## config.mk

```make
export PLATFORM = sky130hd
export DESIGN_NAME = hftw_out
export DESIGN_NICKNAME = d
export VERILOG_FILES = /design/src/rtl/core/hftw_pkg.sv /design/src/rtl/core/hftw_out.sv
export SDC_FILE = /design/constraint.sdc
export NUM_CORES = 1
export LEC_CHECK = 0
export ABC_AREA = 1
export BUFFER_PORTS_ARGS = -buffer_cell sky130_fd_sc_hd__buf_2
export CORE_UTILIZATION = 48
export CTS_CLUSTER_DIAMETER = 40
export DETAILED_ROUTE_END_ITERATION = 12
export PLACE_DENSITY = 0.79
export SETUP_SLACK_MARGIN = 0.4
export SLEW_MARGIN = 20
export SYNTH_ARGS = -nofsm -noshare
export SYNTH_HDL_FRONTEND = slang
export SYNTH_SLANG_ARGS = --single-unit
```

## constraint.sdc

```tcl
create_clock -name clk -period 3.9 [get_ports clk]
set_clock_uncertainty 0.2 [all_clocks]
set_input_delay 0.39 -clock clk [delete_from_list [all_inputs] [get_ports clk]]
set_output_delay 0.39 -clock clk [all_outputs]
set_load 0.1 [all_outputs]
```

## src/rtl/core/hftw_pkg.sv

```systemverilog
// Shared types and constants for the tree-walk Huffman decoder.
package hftw_pkg;

	localparam int BITS_PER_BYTE = 8;
	localparam int SYM_W         = 8;
	localparam int IDX_W         = 9;
	localparam int COUNT_W       = 32;
	localparam int BITCNT_W      = 4;

	typedef enum logic [1:0] {
		OP_WRITE  = 2'd0,
		OP_START  = 2'd1,
		OP_DECODE = 2'd2,
		OP_NONE   = 2'd3
	} op_t;

	typedef enum logic [0:0] {
		CFG_ROOT  = 1'b0,
		CFG_COUNT = 1'b1
	} cfg_reg_t;

	typedef enum logic [1:0] {
		ST_IDLE,
		ST_BIT,
		ST_CHILD,
		ST_FLUSH
	} state_t;

	typedef struct packed {
		logic             emit;
		logic             flush;
		logic [SYM_W-1:0] sym;
		logic             done;
	} req_t;

endpackage

```

## src/rtl/core/hftw_out.sv

```systemverilog
// Result holding stage: keeps the newest symbol back until its last-of-byte mark is known.
module hftw_out (
	input  logic                      clk,
	input  logic                      arst_n,
	input  hftw_pkg::req_t            req,
	output logic                      room,
	output logic                      m_axis_tvalid,
	input  logic                      m_axis_tready,
	output logic [hftw_pkg::SYM_W-1:0] m_axis_tdata,  // [7:0] symbol
	output logic                      m_axis_tlast,  // last_of_byte
	output logic                      m_axis_tuser   // stream_done
);

	logic                       tvalid_q;
	logic [hftw_pkg::SYM_W-1:0] tdata_q;
	logic                       tlast_q;
	logic                       tuser_q;
	logic                       pend_valid_q;
	logic [hftw_pkg::SYM_W-1:0] pend_sym_q;
	logic                       pend_done_q;

	assign room          = !tvalid_q || m_axis_tready;
	assign m_axis_tvalid = tvalid_q;
	assign m_axis_tdata  = tdata_q;
	assign m_axis_tlast  = tlast_q;
	assign m_axis_tuser  = tuser_q;

	always_ff @(posedge clk or negedge arst_n) begin
		if (!arst_n) begin
			tvalid_q     <= 1'b0;
			pend_valid_q <= 1'b0;
		end else begin
			if (tvalid_q && m_axis_tready) begin
				tvalid_q <= 1'b0;
			end
			if (room && pend_valid_q && (req.emit || req.flush)) begin
				tvalid_q <= 1'b1;
			end
			if (room && req.emit) begin
				pend_valid_q <= 1'b1;
			end else if (room && req.flush) begin
				pend_valid_q <= 1'b0;
			end
		end
	end

	always_ff @(posedge clk) begin
		if (room && pend_valid_q && (req.emit || req.flush)) begin
			tdata_q <= pend_sym_q;
			tuser_q <= pend_done_q;
			tlast_q <= !req.emit;
		end
		if (room && req.emit) begin
			pend_sym_q  <= req.sym;
			pend_done_q <= req.done;
		end
	end

endmodule

```

==> impl_metrics.csv <==
group,metric,value,unit
outcome,outcome,"finished, final reports clean",
die,rows,13,
synth,synth.avg_cell_area,19.3,µm²
sta,grt_setup_unrepaired,"no",
die,start_util,0.520,
drt,wl_met1,340,µm
flow_run,max-cap-violations,0,
drt,num_vias,379,
sta,slew_viol_final,0,
final_layout,fill_cells,100,
worst_setup_path,worstSetupPathType,"flip-flop to output pin",
cts,cts_buffers,3,
worst_setup_path,critPathMaxStageDelay,430,ps
drt,drc_errors,0,
drt,highest_layer,"met4",
die,die_x,39.6,µm
worst_setup_path,critical_path.max_fanout,4,
synth,syn_area,677,µm²
drt,met3_length,62,µm
final_layout,n_antenna_cell,0,
pwr,power_density,588,nW/µm²
drt,vias_per_cell,4.74,
worst_setup_path,arrival,1230,ps
drt,wl_met2,488,µm
sta,fmax,0.549,GHz
final_layout,stdcell_area,858,µm²
cts,clk_pin_slew,110,ps
synth,ys_seq_area_frac,0.917,
synth,synth_top_area_cell,"edfxtp_1",
worst_setup_path,worstPathRequired,3310,ps
worst_setup_path,cp-start-kind,"flip-flop",
drt,ant_nets,0,
sta,fin_ws,2080,ps
sta,hold_slack,62.5,ps
synth,yosys-top-cells-area,"edfxtp_1 (84%), dfrtp_1 (7.4%), nand2_1 (2.8%)",
synth,synth_cells,35,
synth,syn_nets,49,
global_routing,grt_pass1_vias,313,
pwr,irDropWorstVdd,0.333,mV
global_routing,grt_antenna_before_repair,0,
cts,clk_latency,290,ps
sta,setup_violations,0,
synth,synth-seq-cells,21,
cts,cts_tree,"built",
die,die_h,39.6,µm
pwr,leakagePower,0.373,nW
sta,hold_viol_final,0,
die,die-area,1560,µm²
cts,numClockSinks,21,
global_routing,track_usage,0.160,
final_layout,area_growth,26.8,%
synth,ys_types,8,
cts,cts_max_level,1,
global_routing,grt_max_degree,13,
cts,cts_root_buffer,"clkbuf_4",
sta,fin_crit_sh,0.467,
synth,ys_warn_count,0,
place,dpl-instance-area,821,µm²
cts,post_cts.repair.setup_buffers,0,
drt,wl,930,µm
global_routing,grt_pass1_wl,1440,µm
place,dp.final_hpwl,733,µm
final_layout,register_area,621,µm²
cts,ctsResizeCount,0,
place,globalplace.congestion,0.683,
synth,synth_top_area_share,0.843,
worst_setup_path,crit_path_end_kind,"output pin",
sta,fin_crit,1820,ps
final_layout,nNetsFinal,80,
place,portBuffers,25,
cts,clk_path_buf_depth,2,
worst_setup_path,slowest_stage,"buf_2",
sta,slew_headroom,0.529,
global_routing,gr-total-overflow,0,
drt,drtPass1Iterations,3,
final_layout,final_layout_size_suffix_gt1_frac,0.477,
place,place_ws,2090,ps
worst_setup_path,cp_cell_sequence,"nand2_2, buf_2",
die,io-pin-count,26,
final_layout,multi_input_area,37.5,µm²
die,core,1300,µm²
drt,wl_per_cell,11.6,µm
sta,worst_slew_pin_slew,704,ps
drt,drt-initial-drc-count,3,
worst_hold_path,worstHoldPathType,"input port to flip-flop",
sta,fin_tns_setup,0,ps
## critical path, delay by kind of cell, from the launching register on
kind                   cells  cell delay, ps
DFF                        1             410
and+or+nand+nor            1             100
buffers and inverters      1             430
## cell families (layout without fill, tap and decap cells)
kind of cell / Yosys count / count (layout) / share of synthesized area
flops: 21 / 21 / 0.917
simple gates: 8 / 8 / 0.0481
buf+inv: 5 / 35 / 0.0277
compound gates: 1 / 1 / 0.00739
## power breakdown
group          internal [mW]  switching, mW  total [mW]
Sequential             0.271        0.00578       0.277
Combinational         0.0165          0.114       0.131
Clock                 0.0382         0.0592      0.0973
## flip-flops by register name (all words and copies together) (netlist names)
signal	cells
m_axis_tdata	8
m_axis_tvalid	1
pend_sym_q	8
m_axis_tuser	1
pend_done_q	1
pend_valid_q	1
m_axis_tlast	1
## metal layers
metal	GRT usage	up-vias
met5	0	-
met4	0.155	0
met1	0.169	171
met3	0.0341	4
li1	-	182
met2	0.258	22
## through the flow
step | cells | util | total power, mW
global placement | 75 | 0.631 | 0.409
finish | 80 | 0.660 | 0.505
detailed placement | 75 | 0.631 | 0.413
CTS | 80 | 0.660 | 0.508
floorplan | 35 | - | 0.389
global route | 80 | 0.660 | 0.527
## cells in the mapped netlist
cell type and number:
edfxtp_1 19, nand2_1 5, inv_1 4, dfrtp_1 2, nor2_1 2, inv_2 1
nand2_2 1, o21ai_0 1
## final timing paths
path / start / to / slack [ps] / cells past startpoint
max: m_axis_tvalid / room / 2080 / 2
min: req[4] / pend_sym_q[3] / 60 / 1
max reg2reg: m_axis_tvalid / m_axis_tdata[5] / 2220 / 3
min reg2reg: pend_sym_q[1] / m_axis_tdata[1] / 230 / 0
max in group asynchronous: arst_n / pend_valid_q / 3170 / 2
min in group asynchronous: arst_n / m_axis_tvalid / 240 / 2
## layout by cell type (no fill, tap or decap)
master and n:
buf_2 25, clkbuf_4 3, clkinv_2 1, dfrtp_1 2
dlygate4sd3_1 1, edfxtp_1 19, inv_1 4, inv_2 1
nand2_1 5, nand2_2 1, nor2_1 2, o21ai_0 1
## final cells by class
type,count,share of cell area
Tap cell,15,0.0219
Timing Repair Buffer,26,0.157
Multi-Input combinational cell,9,0.0437
Clock buffer,3,0.0262
Sequential cell,21,0.723
Inverter,5,0.0219
Clock inverter,1,0.00583
## what timing repair did
item	in CTS	in global routing
hold buffers	1	0
endpoints found under the setup margin	0	0
hold endpoints to repair	2	0
(Power assumes the default switching activity.)
